<file path="src/rtl/lkvc_pkg.sv">
// Shared constants and word types for the LRU key/value cache.
package lkvc_pkg;

   localparam int ENTRIES_DEFAULT = 16;
   localparam int CAP_W = 5;
   localparam int DATA_W = 32;

   localparam logic [CAP_W-1:0] CAPACITY_RESET = 5'd16;

   localparam logic ACT_GET = 1'b0;
   localparam logic ACT_PUT = 1'b1;

   typedef struct packed {
      logic                     valid;
      logic                     action;
      logic signed [DATA_W-1:0] key;
      logic signed [DATA_W-1:0] value;
   } lkvc_req_type;

   typedef struct packed {
      logic                     found;
      logic signed [DATA_W-1:0] read_value;
   } lkvc_rsp_type;

endpackage

</file>
<file path="src/rtl/lru_key_value_cache.sv">
// Top level of the fully associative LRU key/value cache.
//
// Requests enter on start with req_action (get or put), req_key and req_value.
// A word is taken at each clock edge where start is high and busy is low; busy
// is high during reset and in the cycle right after it and low otherwise, so
// one request can be taken per cycle, back to back.
// Each request gives exactly one response: rsp_strobe is high for one cycle
// with rsp_found and rsp_read_value. A taken request is registered in req_ff,
// looked up and applied to the slots from that register, and its response is
// registered in the output flops before it is shown. Throughput is one request per
// cycle, set by the combinational tag match and rank update over all slots.
// The receiver cannot stall responses; they are never held.
// The capacity register is written through csr_valid/csr_wdata, always ready,
// and should only change while no request is in flight.
// Reset is synchronous: all slots become invalid, the live count returns to
// zero and the capacity returns to 16.
module lru_key_value_cache #(
   parameter int ENTRIES = lkvc_pkg::ENTRIES_DEFAULT
) (
   input  logic                               clock,
   input  logic                               reset,
   input  logic                               start,
   output logic                               busy,
   input  logic                               req_action,
   input  logic signed [lkvc_pkg::DATA_W-1:0] req_key,
   input  logic signed [lkvc_pkg::DATA_W-1:0] req_value,
   output logic                               rsp_strobe,
   output logic                               rsp_found,
   output logic signed [lkvc_pkg::DATA_W-1:0] rsp_read_value,
   input  logic                               csr_valid,
   output logic                               csr_ready,
   input  logic [lkvc_pkg::CAP_W-1:0]         csr_wdata
);

   lkvc_pkg::lkvc_req_type              req_ff, req_in;
   lkvc_pkg::lkvc_rsp_type              slot_rsp;
   logic [lkvc_pkg::CAP_W-1:0]          capacity_ff, capacity_in;
   logic                                busy_ff;
   logic                                rsp_strobe_ff;
   logic                                rsp_found_ff;
   logic signed [lkvc_pkg::DATA_W-1:0]  rsp_read_value_ff;

   assign busy = busy_ff;
   assign csr_ready = 1'b1;

   always_comb begin
      req_in.valid = start && !busy_ff;
      req_in.action = req_action;
      req_in.key = req_key;
      req_in.value = req_value;
      capacity_in = (csr_valid && csr_ready) ? csr_wdata : capacity_ff;
   end

   always_ff @(posedge clock) begin
      if (reset) begin
         busy_ff <= 1'b1;
         req_ff.valid <= 1'b0;
         capacity_ff <= lkvc_pkg::CAPACITY_RESET;
         rsp_strobe_ff <= 1'b0;
      end else begin
         busy_ff <= 1'b0;
         req_ff.valid <= req_in.valid;
         req_ff.action <= req_in.action;
         req_ff.key <= req_in.key;
         req_ff.value <= req_in.value;
         capacity_ff <= capacity_in;
         rsp_strobe_ff <= req_ff.valid;
      end
   end

   always_ff @(posedge clock) begin
      rsp_found_ff <= slot_rsp.found;
      rsp_read_value_ff <= slot_rsp.read_value;
   end

   lkvc_slots #(
      .ENTRIES (ENTRIES)
   ) u_slots (
      .clock    (clock),
      .reset    (reset),
      .req      (req_ff),
      .capacity (capacity_ff),
      .rsp      (slot_rsp)
   );

   assign rsp_strobe = rsp_strobe_ff;
   assign rsp_found = rsp_found_ff;
   assign rsp_read_value = rsp_read_value_ff;

endmodule

</file>
<file path="src/rtl/lkvc_slots.sv">
// Slot array with parallel key match and recency rank update.
module lkvc_slots #(
   parameter int ENTRIES = lkvc_pkg::ENTRIES_DEFAULT
) (
   input  logic                           clock,
   input  logic                           reset,
   input  lkvc_pkg::lkvc_req_type         req,
   input  logic [lkvc_pkg::CAP_W-1:0]     capacity,
   output lkvc_pkg::lkvc_rsp_type         rsp
);

   localparam int RANK_W = (ENTRIES > 1) ? $clog2(ENTRIES) : 1;
   localparam int CNT_W = $clog2(ENTRIES + 1);
   localparam int CMP_W = (CNT_W > lkvc_pkg::CAP_W) ? CNT_W : lkvc_pkg::CAP_W;

   logic [ENTRIES-1:0]                          valid_ff, valid_in;
   logic [RANK_W-1:0]                           rank_ff [ENTRIES];
   logic [RANK_W-1:0]                           rank_in [ENTRIES];
   logic signed [lkvc_pkg::DATA_W-1:0]          key_ff [ENTRIES];
   logic signed [lkvc_pkg::DATA_W-1:0]          value_ff [ENTRIES];
   logic [CNT_W-1:0]                            live_ff, live_in;

   logic [ENTRIES-1:0]                          hit_vec;
   logic [ENTRIES-1:0]                          victim_vec;
   logic [ENTRIES-1:0]                          valid_post;
   logic [ENTRIES-1:0]                          free_vec;
   logic [ENTRIES-1:0]                          first_free;
   logic [ENTRIES-1:0]                          key_we;
   logic [ENTRIES-1:0]                          value_we;
   logic                                        hit;
   logic [RANK_W-1:0]                           hit_rank;
   logic [RANK_W-1:0]                           last_rank;
   logic signed [lkvc_pkg::DATA_W-1:0]          hit_value;
   logic [CMP_W-1:0]                            cap_ext;
   logic [CMP_W-1:0]                            eff_cap;
   logic                                        is_put;
   logic                                        do_touch;
   logic                                        do_insert;
   logic                                        evict;
   logic                                        slot_ok;

   always_comb begin
      hit_vec = '0;
      hit_rank = '0;
      hit_value = '0;
      for (int i = 0; i < ENTRIES; i++) begin
         hit_vec[i] = valid_ff[i] && (key_ff[i] == req.key);
         if (hit_vec[i]) begin
            hit_rank = hit_rank | rank_ff[i];
            hit_value = hit_value | value_ff[i];
         end
      end
      hit = |hit_vec;

      cap_ext = CMP_W'(capacity);
      if (cap_ext == '0) begin
         eff_cap = CMP_W'(1);
      end else if (cap_ext > CMP_W'(ENTRIES)) begin
         eff_cap = CMP_W'(ENTRIES);
      end else begin
         eff_cap = cap_ext;
      end

      is_put = (req.action == lkvc_pkg::ACT_PUT);
      do_touch = req.valid && hit;
      do_insert = req.valid && is_put && !hit;
      evict = do_insert && (CMP_W'(live_ff) >= eff_cap);

      // The oldest valid entry always holds the rank live_count - 1.
      last_rank = RANK_W'(live_ff - CNT_W'(1));
      for (int i = 0; i < ENTRIES; i++) begin
         victim_vec[i] = valid_ff[i] && (rank_ff[i] == last_rank);
      end

      valid_post = evict ? (valid_ff & ~victim_vec) : valid_ff;
      free_vec = ~valid_post;
      first_free = free_vec & (~free_vec + ENTRIES'(1));
      slot_ok = |free_vec;

      valid_in = valid_ff;
      key_we = '0;
      value_we = '0;
      for (int i = 0; i < ENTRIES; i++) begin
         rank_in[i] = rank_ff[i];
         if (do_touch) begin
            if (valid_ff[i] && (rank_ff[i] < hit_rank)) begin
               rank_in[i] = rank_ff[i] + RANK_W'(1);
            end
            if (hit_vec[i]) begin
               rank_in[i] = '0;
               value_we[i] = is_put;
            end
         end
         if (do_insert) begin
            if (evict && victim_vec[i]) begin
               valid_in[i] = 1'b0;
               rank_in[i] = '0;
            end
            if (slot_ok && valid_post[i]) begin
               rank_in[i] = rank_ff[i] + RANK_W'(1);
            end
            if (first_free[i]) begin
               valid_in[i] = 1'b1;
               rank_in[i] = '0;
               key_we[i] = 1'b1;
               value_we[i] = 1'b1;
            end
         end
      end

      live_in = live_ff;
      if (do_insert) begin
         live_in = live_ff - CNT_W'(evict) + CNT_W'(slot_ok);
      end

      rsp.found = hit;
      rsp.read_value = (hit && !is_put) ? hit_value : '0;
   end

   always_ff @(posedge clock) begin
      if (reset) begin
         valid_ff <= '0;
         live_ff <= '0;
         for (int i = 0; i < ENTRIES; i++) begin
            rank_ff[i] <= '0;
         end
      end else begin
         valid_ff <= valid_in;
         live_ff <= live_in;
         for (int i = 0; i < ENTRIES; i++) begin
            rank_ff[i] <= rank_in[i];
         end
      end
   end

   always_ff @(posedge clock) begin
      for (int i = 0; i < ENTRIES; i++) begin
         if (key_we[i]) begin
            key_ff[i] <= req.key;
         end
         if (value_we[i]) begin
            value_ff[i] <= req.value;
         end
      end
   end

   a_live_bounded: assert property (@(posedge clock) disable iff (reset)
      live_ff <= CNT_W'(ENTRIES))
      else $error("live count exceeds the number of slots");

   a_live_matches_valid: assert property (@(posedge clock) disable iff (reset)
      $countones(valid_ff) == int'(live_ff))
      else $error("live count differs from the number of valid slots");

   a_unique_hit: assert property (@(posedge clock) disable iff (reset)
      req.valid |-> $onehot0(hit_vec))
      else $error("key matches more than one slot");

   a_insert_lands: assert property (@(posedge clock) disable iff (reset)
      do_insert |=> (live_ff != '0))
      else $error("insert left the cache empty");

endmodule

</file>
<file path="config.mk">
export PLATFORM = sky130hd
export DESIGN_NAME = lru_key_value_cache
export DESIGN_NICKNAME = d
export VERILOG_FILES = /design/src/rtl/lkvc_pkg.sv /design/src/rtl/lru_key_value_cache.sv /design/src/rtl/lkvc_slots.sv
export SDC_FILE = /design/constraint.sdc
export NUM_CORES = 2
export LEC_CHECK = 0
export BUFFER_PORTS_ARGS = -buffer_cell sky130_fd_sc_hd__buf_2
export CORE_MARGIN = 5
export CORE_UTILIZATION = 40
export DETAILED_ROUTE_END_ITERATION = 7
export PLACE_DENSITY = 0.6
export SLEW_MARGIN = 10
export SYNTH_ARGS = -nofsm -noshare
export SYNTH_HDL_FRONTEND = slang
export SYNTH_HIERARCHICAL = 1
export SYNTH_SLANG_ARGS = --single-unit
</file>
<file path="constraint.sdc">
create_clock -name clock -period 11.29 [get_ports clock]
set_input_delay 1.6935 -clock clock [delete_from_list [all_inputs] [get_ports clock]]
set_output_delay 1.6935 -clock clock [all_outputs]
set_load 0.01 [all_outputs]
</file>
Word-level counts from Yosys, hierarchy flattened
Memories as Yosys holds them, arrays and structs flattened.
Index checks and enable logic that the tools add are counted.
Widths: inputs -> output; s select.
Cells by class
  add/subtract/negate cells: 20
  multiply operators: 0
  div/mod/pow operators: 0
  magnitude comparators: 18
  equal/unequal tests: 32
  shift operators: 0
  muxes and demuxes: 403
  bitwise logic cells: 51
  reductions and logical operators: 139
Operators with widths (count)
  $mux 32: 31
  $mux 4: 159
  $eq 32x32->1: 16
  $or 32x32->32: 15
  $reduce_or 32->1: 15
  $mux 1: 210
  $logic_and 1x1->1: 86
  $add 4x1->4 const B: 16
  $eq 4x4->1: 16
  $lt 4x4->1: 16
  $or 4x4->4: 15
  $not 16->16: 3
  $and 16x16->16: 2
  $reduce_and 2->1: 16
  $reduce_bool 2->1: 16
  $reduce_or 16->1: 2
  $add 16x1->16 const B: 1
  $mux 16: 1
  $or 1x1->1: 16
  $mux 5: 2
  $add 5x1->5: 1
  $ge 5x5->1: 1
  $gt 5x5->1 const B: 1
  $logic_not 5->1: 1
  other kinds (3): 5
Word-level totals
  flip-flop bits (word level): 127
  latch bits: 0
  RAM bits: 1088
  ROM bits: 0
  input bits: 74
  output and inout bits: 36
  logic and storage cells: 692
  memories: 3
Memories
  u_slots.key_ff: words 16, width 32, read ports 16, clocked after memory_dff 0, wr ports 1, RTL line lkvc_slots.sv:19  | logic signed [lkvc_pkg::DATA_W-1:0] key_ff [ENTRIES];
  u_slots.value_ff: words 16, width 32, read ports 16, clocked after memory_dff 0, wr ports 16, RTL line lkvc_slots.sv:20  | logic signed [lkvc_pkg::DATA_W-1:0] value_ff [ENTRIES];
  u_slots.rank_ff: words 16, width 4, read ports 16, clocked after memory_dff 0, wr ports 16, RTL line lkvc_slots.sv:17  | logic [RANK_W-1:0] rank_ff [ENTRIES];

Depth between registers and ports, before layout
An unclocked memory read counts as a cell.
  depth in word-level cells: 44
  mapped depth: 24

Hierarchy
Netlist, hierarchy kept.
By module, submodules not included
  lkvc_slots: instances 1, cells each 3633, area an instance 50365.8 µm², sequential area each 32451.1 µm²
  lru_key_value_cache: instances 1, cells each 122, area an instance 2881.5 µm², sequential area each 2772.7 µm²

Least setup slack after synthesis
No wires, ideal clock.
  kind: reg-to-reg
  start: register req_ff[43] (netlist name)
  end: memory u_slots/value_ff[0][100] (netlist name), enable pin
  library setup time: 0.388 ns
  arrival time: 5.856 ns
  path slack: 5.046 ns
  stages on the path, launching flop included: 14
  path buffers: 2
  path through: edfxtp_1 > buf_6 > xor2_1 > or4_1 > nor4_1 > and4b_4 > or4_4 > nor3_1 > buf_2 > nand2_1 > inv_2 > a21o_1 > nor3_1 > a21o_1
RTL lines
  start: declaration: RTL line lru_key_value_cache.sv:35  | lkvc_pkg::lkvc_req_type req_ff, req_in;
  end: declaration: RTL line lkvc_slots.sv:20

==> flow_summary.html <==
<table>
<tr><th>Metric</th><th>Value</th></tr>
<tr><th colspan="2">Run status</th></tr>
<tr><td>Outcome</td><td>finished, final reports clean</td></tr>
<tr><th colspan="2">Setup path</th></tr>
<tr><td>First element of the critical path</td><td>req_ff[43]</td></tr>
<tr><td>CP cell instances</td><td>buf_4, xor2_1, or4_1, nor4_1, and4b_4, buf_4, or4_4, nor3_1, buf_4, nand2_1, inv_2, a21oi_1, and3_1, buf_4, a21o_2, buf_4</td></tr>
<tr><td>Kind of start point of the critical path</td><td>flop</td></tr>
<tr><td>Delay-heaviest family, CP</td><td>simple AND/OR/NAND/NOR gates</td></tr>
<tr><td>Worst Path Max Fanout</td><td>40</td></tr>
<tr><td>Required arrival time at the worst endpoint</td><td>11.69 ns</td></tr>
<tr><td>Start of the worst register-to-register path</td><td>req_ff[43]</td></tr>
<tr><td>Crit path top cell by count</td><td>sky130_fd_sc_hd__buf_4</td></tr>
<tr><td>Count of buffering cells on the critical path with inverters included</td><td>6</td></tr>
<tr><td>Nature of the critical path endpoint</td><td>flop</td></tr>
<tr><td>Critical path arrival</td><td>7.31 ns</td></tr>
<tr><td>Crit path largest cell delay</td><td>0.77 ns</td></tr>
<tr><td>Slowest library cell on the worst path</td><td>sky130_fd_sc_hd__nor4_1</td></tr>
<tr><td>Startpoint-to-endpoint class of the critical path</td><td>reg2reg</td></tr>
<tr><th colspan="2">Drt</th></tr>
<tr><td>Detailed-router iteration count before antenna repair</td><td>6</td></tr>
<tr><td>Total routed wirelength</td><td>158000 um</td></tr>
<tr><td>DRC Markers</td><td>0</td></tr>
<tr><td>Vias after detailed routing</td><td>34200</td></tr>
<tr><td>Post-detailed-route count of antenna-violating nets</td><td>0</td></tr>
<tr><td>Via density per instance</td><td>5.94</td></tr>
<tr><td>Iteration-0 DRC Markers</td><td>4085</td></tr>
<tr><td>Post-DR wirelength/cell</td><td>27.4 um</td></tr>
<tr><th colspan="2">STA</th></tr>
<tr><td>Setup total negative slack</td><td>0 ns</td></tr>
<tr><td>Hold slack final</td><td>0.413 ns</td></tr>
<tr><td>Setup skew after layout</td><td>0.0359 ns</td></tr>
<tr><td>Final setup fails</td><td>0</td></tr>
<tr><td>Final number of hold-violating endpoints</td><td>0</td></tr>
<tr><td>Share of the clock period used by the worst path after layout</td><td>61.2%</td></tr>
<tr><td>Remaining max-slew budget at the tightest pin</td><td>21.7%</td></tr>
<tr><td>Max Freq</td><td>145 MHz</td></tr>
<tr><td>Worst Max-Slew Pin Slew</td><td>1.17 ns</td></tr>
<tr><td>Setup repair after global routing missed its margin</td><td>false</td></tr>
<tr><td>Total count of max-transition violations in the final report</td><td>0</td></tr>
<tr><td>Time the worst path needs with I/O delays and setup</td><td>6.90 ns</td></tr>
<tr><th colspan="2">Yosys</th></tr>
<tr><td>Leading register cell type out of synthesis</td><td>sky130_fd_sc_hd__edfxtp_1</td></tr>
<tr><td>Top cells by area, synth</td><td>sky130_fd_sc_hd__edfxtp_1, sky130_fd_sc_hd__xnor2_1, sky130_fd_sc_hd__dfxtp_1</td></tr>
<tr><td>Post-synth EDFFs</td><td>1089</td></tr>
<tr><td>Yosys warning count</td><td>6</td></tr>
<tr><td>Register bit total from synthesis</td><td>1215</td></tr>
<tr><td>Fraction of registers with async set or reset after synthesis</td><td>0%</td></tr>
<tr><td>Distinct cell type count after synthesis</td><td>97</td></tr>
<tr><td>Synthesized area per cell</td><td>14.2 um^2</td></tr>
<tr><td>Proportion of netlist area held by the largest area contributor</td><td>61.4%</td></tr>
<tr><td>Cell area after synthesis</td><td>0.0532 mm^2</td></tr>
<tr><td>Cell count after synthesis</td><td>3755</td></tr>
<tr><td>Post-synth net total</td><td>3907</td></tr>
<tr><td>Most area-hungry cell type in the Yosys netlist</td><td>sky130_fd_sc_hd__edfxtp_1</td></tr>
<tr><td>Sequential fraction of the synthesis area</td><td>66.2%</td></tr>
<tr><th colspan="2">Floorplan</th></tr>
<tr><td>I/O pin total</td><td>110</td></tr>
<tr><td>Starting Density</td><td>40.4%</td></tr>
<tr><td>Height of the die</td><td>375 um</td></tr>
<tr><td>Number of rows in the core area</td><td>133</td></tr>
<tr><td>Floorplan die area</td><td>0.141 mm^2</td></tr>
<tr><td>Horizontal die dimension</td><td>375 um</td></tr>
<tr><td>Standard cell core area</td><td>0.132 mm^2</td></tr>
<tr><th colspan="2">Global route</th></tr>
<tr><td>Fraction of met1 tracks used by global routing</td><td>30.6%</td></tr>
<tr><td>Met3 global-route usage</td><td>4.23%</td></tr>
<tr><td>Maximum number of pins on one net before global-route repair</td><td>46</td></tr>
<tr><td>Met2 usage</td><td>34.0%</td></tr>
<tr><td>Grt total ovfl</td><td>0</td></tr>
<tr><td>Global routing usage summed across all routing layers</td><td>21.8%</td></tr>
<tr><td>Most heavily used metal layer in global routing</td><td>met2</td></tr>
<tr><td>Global-route wire length before repair</td><td>228000 um</td></tr>
<tr><td>Number of antenna violations at the first check in global routing</td><td>5</td></tr>
<tr><td>Number of global-route vias before repair</td><td>33000</td></tr>
<tr><th colspan="2">Finish</th></tr>
<tr><td>Share of cells above drive strength 1</td><td>12.2%</td></tr>
<tr><td>Number of nets in the final layout</td><td>4055</td></tr>
<tr><td>Final instance area</td><td>0.0602 mm^2</td></tr>
<tr><td>Non-filler instance count after layout</td><td>5764</td></tr>
<tr><td>Area Overhead vs Synth</td><td>13.0%</td></tr>
<tr><th colspan="2">Clock tree</th></tr>
<tr><td>Number of H-tree branching levels</td><td>4</td></tr>
<tr><td>Clk sinks</td><td>1215</td></tr>
<tr><td>TritonCTS clock tree</td><td>done</td></tr>
<tr><td>Buffers inserted by post-CTS timing repair</td><td>0</td></tr>
<tr><td>Number of clock buffers inserted by TritonCTS</td><td>130</td></tr>
<tr><td>Clock Pin Slew Worst Setup and Hold Paths</td><td>0.06 ns</td></tr>
<tr><td>Longest Clk Path Bufs</td><td>3</td></tr>
<tr><td>Hold_buf cts</td><td>0</td></tr>
<tr><td>Insertion delay to the later sink of the worst-skew pair</td><td>0.77 ns</td></tr>
<tr><td>Post-CTS sizing</td><td>0</td></tr>
<tr><td>Clk Tree Root Cell</td><td>sky130_fd_sc_hd__clkbuf_16</td></tr>
<tr><th colspan="2">Job</th></tr>
<tr><td>Maximum capacitance violations</td><td>0</td></tr>
<tr><th colspan="2">Placed design</th></tr>
<tr><td>Final RePlAce weighted congestion</td><td>0.959</td></tr>
<tr><td>Final HPWL from detailed placement</td><td>90600 um</td></tr>
<tr><td>Placed instance area</td><td>0.0558 mm^2</td></tr>
<tr><td># placed instances</td><td>5526</td></tr>
<tr><td>Count of buffers from port buffering</td><td>108</td></tr>
<tr><th colspan="2">Worst hold path</th></tr>
<tr><td>Hold WC Path Type</td><td>reg2reg</td></tr>
<tr><td>Worst min-delay path startpoint</td><td>busy</td></tr>
<tr><th colspan="2">Power and ir drop</th></tr>
<tr><td>Lkg Pwr</td><td>19.2 nW</td></tr>
<tr><td>Power density relative to cell area</td><td>163 mW/mm^2</td></tr>
<tr><td>Max rail drop VDD</td><td>133 uV</td></tr>
</table>
Yosys cell counts (all sizes together) (44+ instances only):
| cell | n |
|---|---|
| nor2 | 110 |
| and3 | 56 |
| nand4 | 207 |
| nor4 | 66 |
| nor3 | 62 |
| a221oi | 103 |
| a31oi | 44 |
| inv | 80 |
| xnor2 | 438 |
| buf | 99 |
| a22oi | 80 |
| nand3 | 91 |
| edfxtp | 1089 |
| xor2 | 105 |
| nand2b | 104 |
| ha | 77 |
| o21ai | 77 |
| nand2 | 118 |
| clkbuf | 94 |
| a22o | 114 |
| a21oi | 80 |
| dfxtp | 126 |
registers in the layout, indices dropped and copies added, names as in the netlist:
| register | count |
|---|---|
| rsp_read_value | 32 |
| u_slots/key_ff | 512 |
| rsp_strobe | 1 |
| u_slots/valid_ff | 16 |
| rsp_found | 1 |
| u_slots/value_ff | 512 |
| capacity_ff | 5 |
| req_ff | 66 |
| u_slots/rank_ff | 64 |
| u_slots/live_ff | 5 |
| busy | 1 |
cells by family after synthesis:
logic type      share of synthesized area [%]
mux                                     0.348
other cells                           0.00704
compound gates                           9.60
simple gates                             9.95
flops                                    66.2
fa+ha+maj                                1.85
xor+xnor                                 9.53
buf+inv                                  2.57
layout by cell type (no fill, tap or decap), types with 44 or more instances in the layout:
cell type                   instances
sky130_fd_sc_hd__a31oi_1           44
sky130_fd_sc_hd__nor4_1            63
sky130_fd_sc_hd__xnor2_1          437
sky130_fd_sc_hd__a221oi_1         102
sky130_fd_sc_hd__buf_2            108
sky130_fd_sc_hd__and3_1            48
sky130_fd_sc_hd__xor2_1           105
sky130_fd_sc_hd__nor2_1           103
sky130_fd_sc_hd__dfxtp_1          126
sky130_fd_sc_hd__o21ai_0           69
sky130_fd_sc_hd__nand4_1          207
sky130_fd_sc_hd__ha_1              77
sky130_fd_sc_hd__nor3_1            58
sky130_fd_sc_hd__buf_4            101
sky130_fd_sc_hd__a22oi_1           80
sky130_fd_sc_hd__nand2b_1         103
sky130_fd_sc_hd__clkbuf_16        131
sky130_fd_sc_hd__a21oi_1           78
sky130_fd_sc_hd__a22o_1           114
sky130_fd_sc_hd__nand2_1          116
sky130_fd_sc_hd__inv_1             77
sky130_fd_sc_hd__nand3_1           91
sky130_fd_sc_hd__edfxtp_1        1089
worst register-to-register path: stages (launching register included):
cell and delay (ns):
sky130_fd_sc_hd__edfxtp_1 0.32, sky130_fd_sc_hd__buf_4 0.52, sky130_fd_sc_hd__xor2_1 0.20, sky130_fd_sc_hd__or4_1 0.56
sky130_fd_sc_hd__nor4_1 0.77, sky130_fd_sc_hd__and4b_4 0.41, sky130_fd_sc_hd__buf_4 0.61, sky130_fd_sc_hd__or4_4 0.31
sky130_fd_sc_hd__nor3_1 0.05, sky130_fd_sc_hd__buf_4 0.19, sky130_fd_sc_hd__nand2_1 0.62, sky130_fd_sc_hd__inv_2 0.26
sky130_fd_sc_hd__a21oi_1 0.38, sky130_fd_sc_hd__and3_1 0.23, sky130_fd_sc_hd__buf_4 0.40, sky130_fd_sc_hd__a21o_2 0.16
sky130_fd_sc_hd__buf_4 0.54
where the power goes:
part	switching [W]	leakage (nW)	internal (W)
clock	0.00182	2.13	0.00249
combinational	0.000324	6.18	0.000148
sequential	0.0000477	10.9	0.00496
total	0.00219	19.2	0.00759
through the flow:
stage	util, %	setup WS (ns)	power, W
after CTS	45.6	4.51	0.00987
after detailed placement	42.3	4.53	0.00557
after global routing	45.6	4.28	0.0101
final	45.6	4.39	0.00979
after floorplan	-	5.05	0.00539
after global placement	42.3	4.59	0.00556
cell type report:
| class | count | area [um^2] |
|---|---|---|
| Sequential cell | 1215 | 35200 |
| Multi-Input combinational cell | 2267 | 16800 |
| Clock inverter | 72 | 817 |
| Fill cell | 11500 | 71800 |
| Tap cell | 1755 | 2200 |
| Timing Repair Buffer | 209 | 1300 |
| Clock buffer | 165 | 3520 |
| Inverter | 80 | 303 |
| Antenna cell | 1 | 2.50 |
metal layers:
metal / part of all wire [%] / wire (um)
met1: 43 / 67600
met5: 0.023 / 37
met3: 8.4 / 13200
met2: 45 / 71600
met4: 3.6 / 5630
worst paths after layout:
kind / endpoint / slack, ns / cells past startpoint
worst max-delay path: u_slots/value_ff[0][172] / 4.39 / 16
worst min-delay path: req_ff[65] / 0.41 / 1
worst max register to register: u_slots/value_ff[0][172] / 4.39 / 16
worst min register to register: req_ff[65] / 0.41 / 1
(Power assumes the default switching activity.)
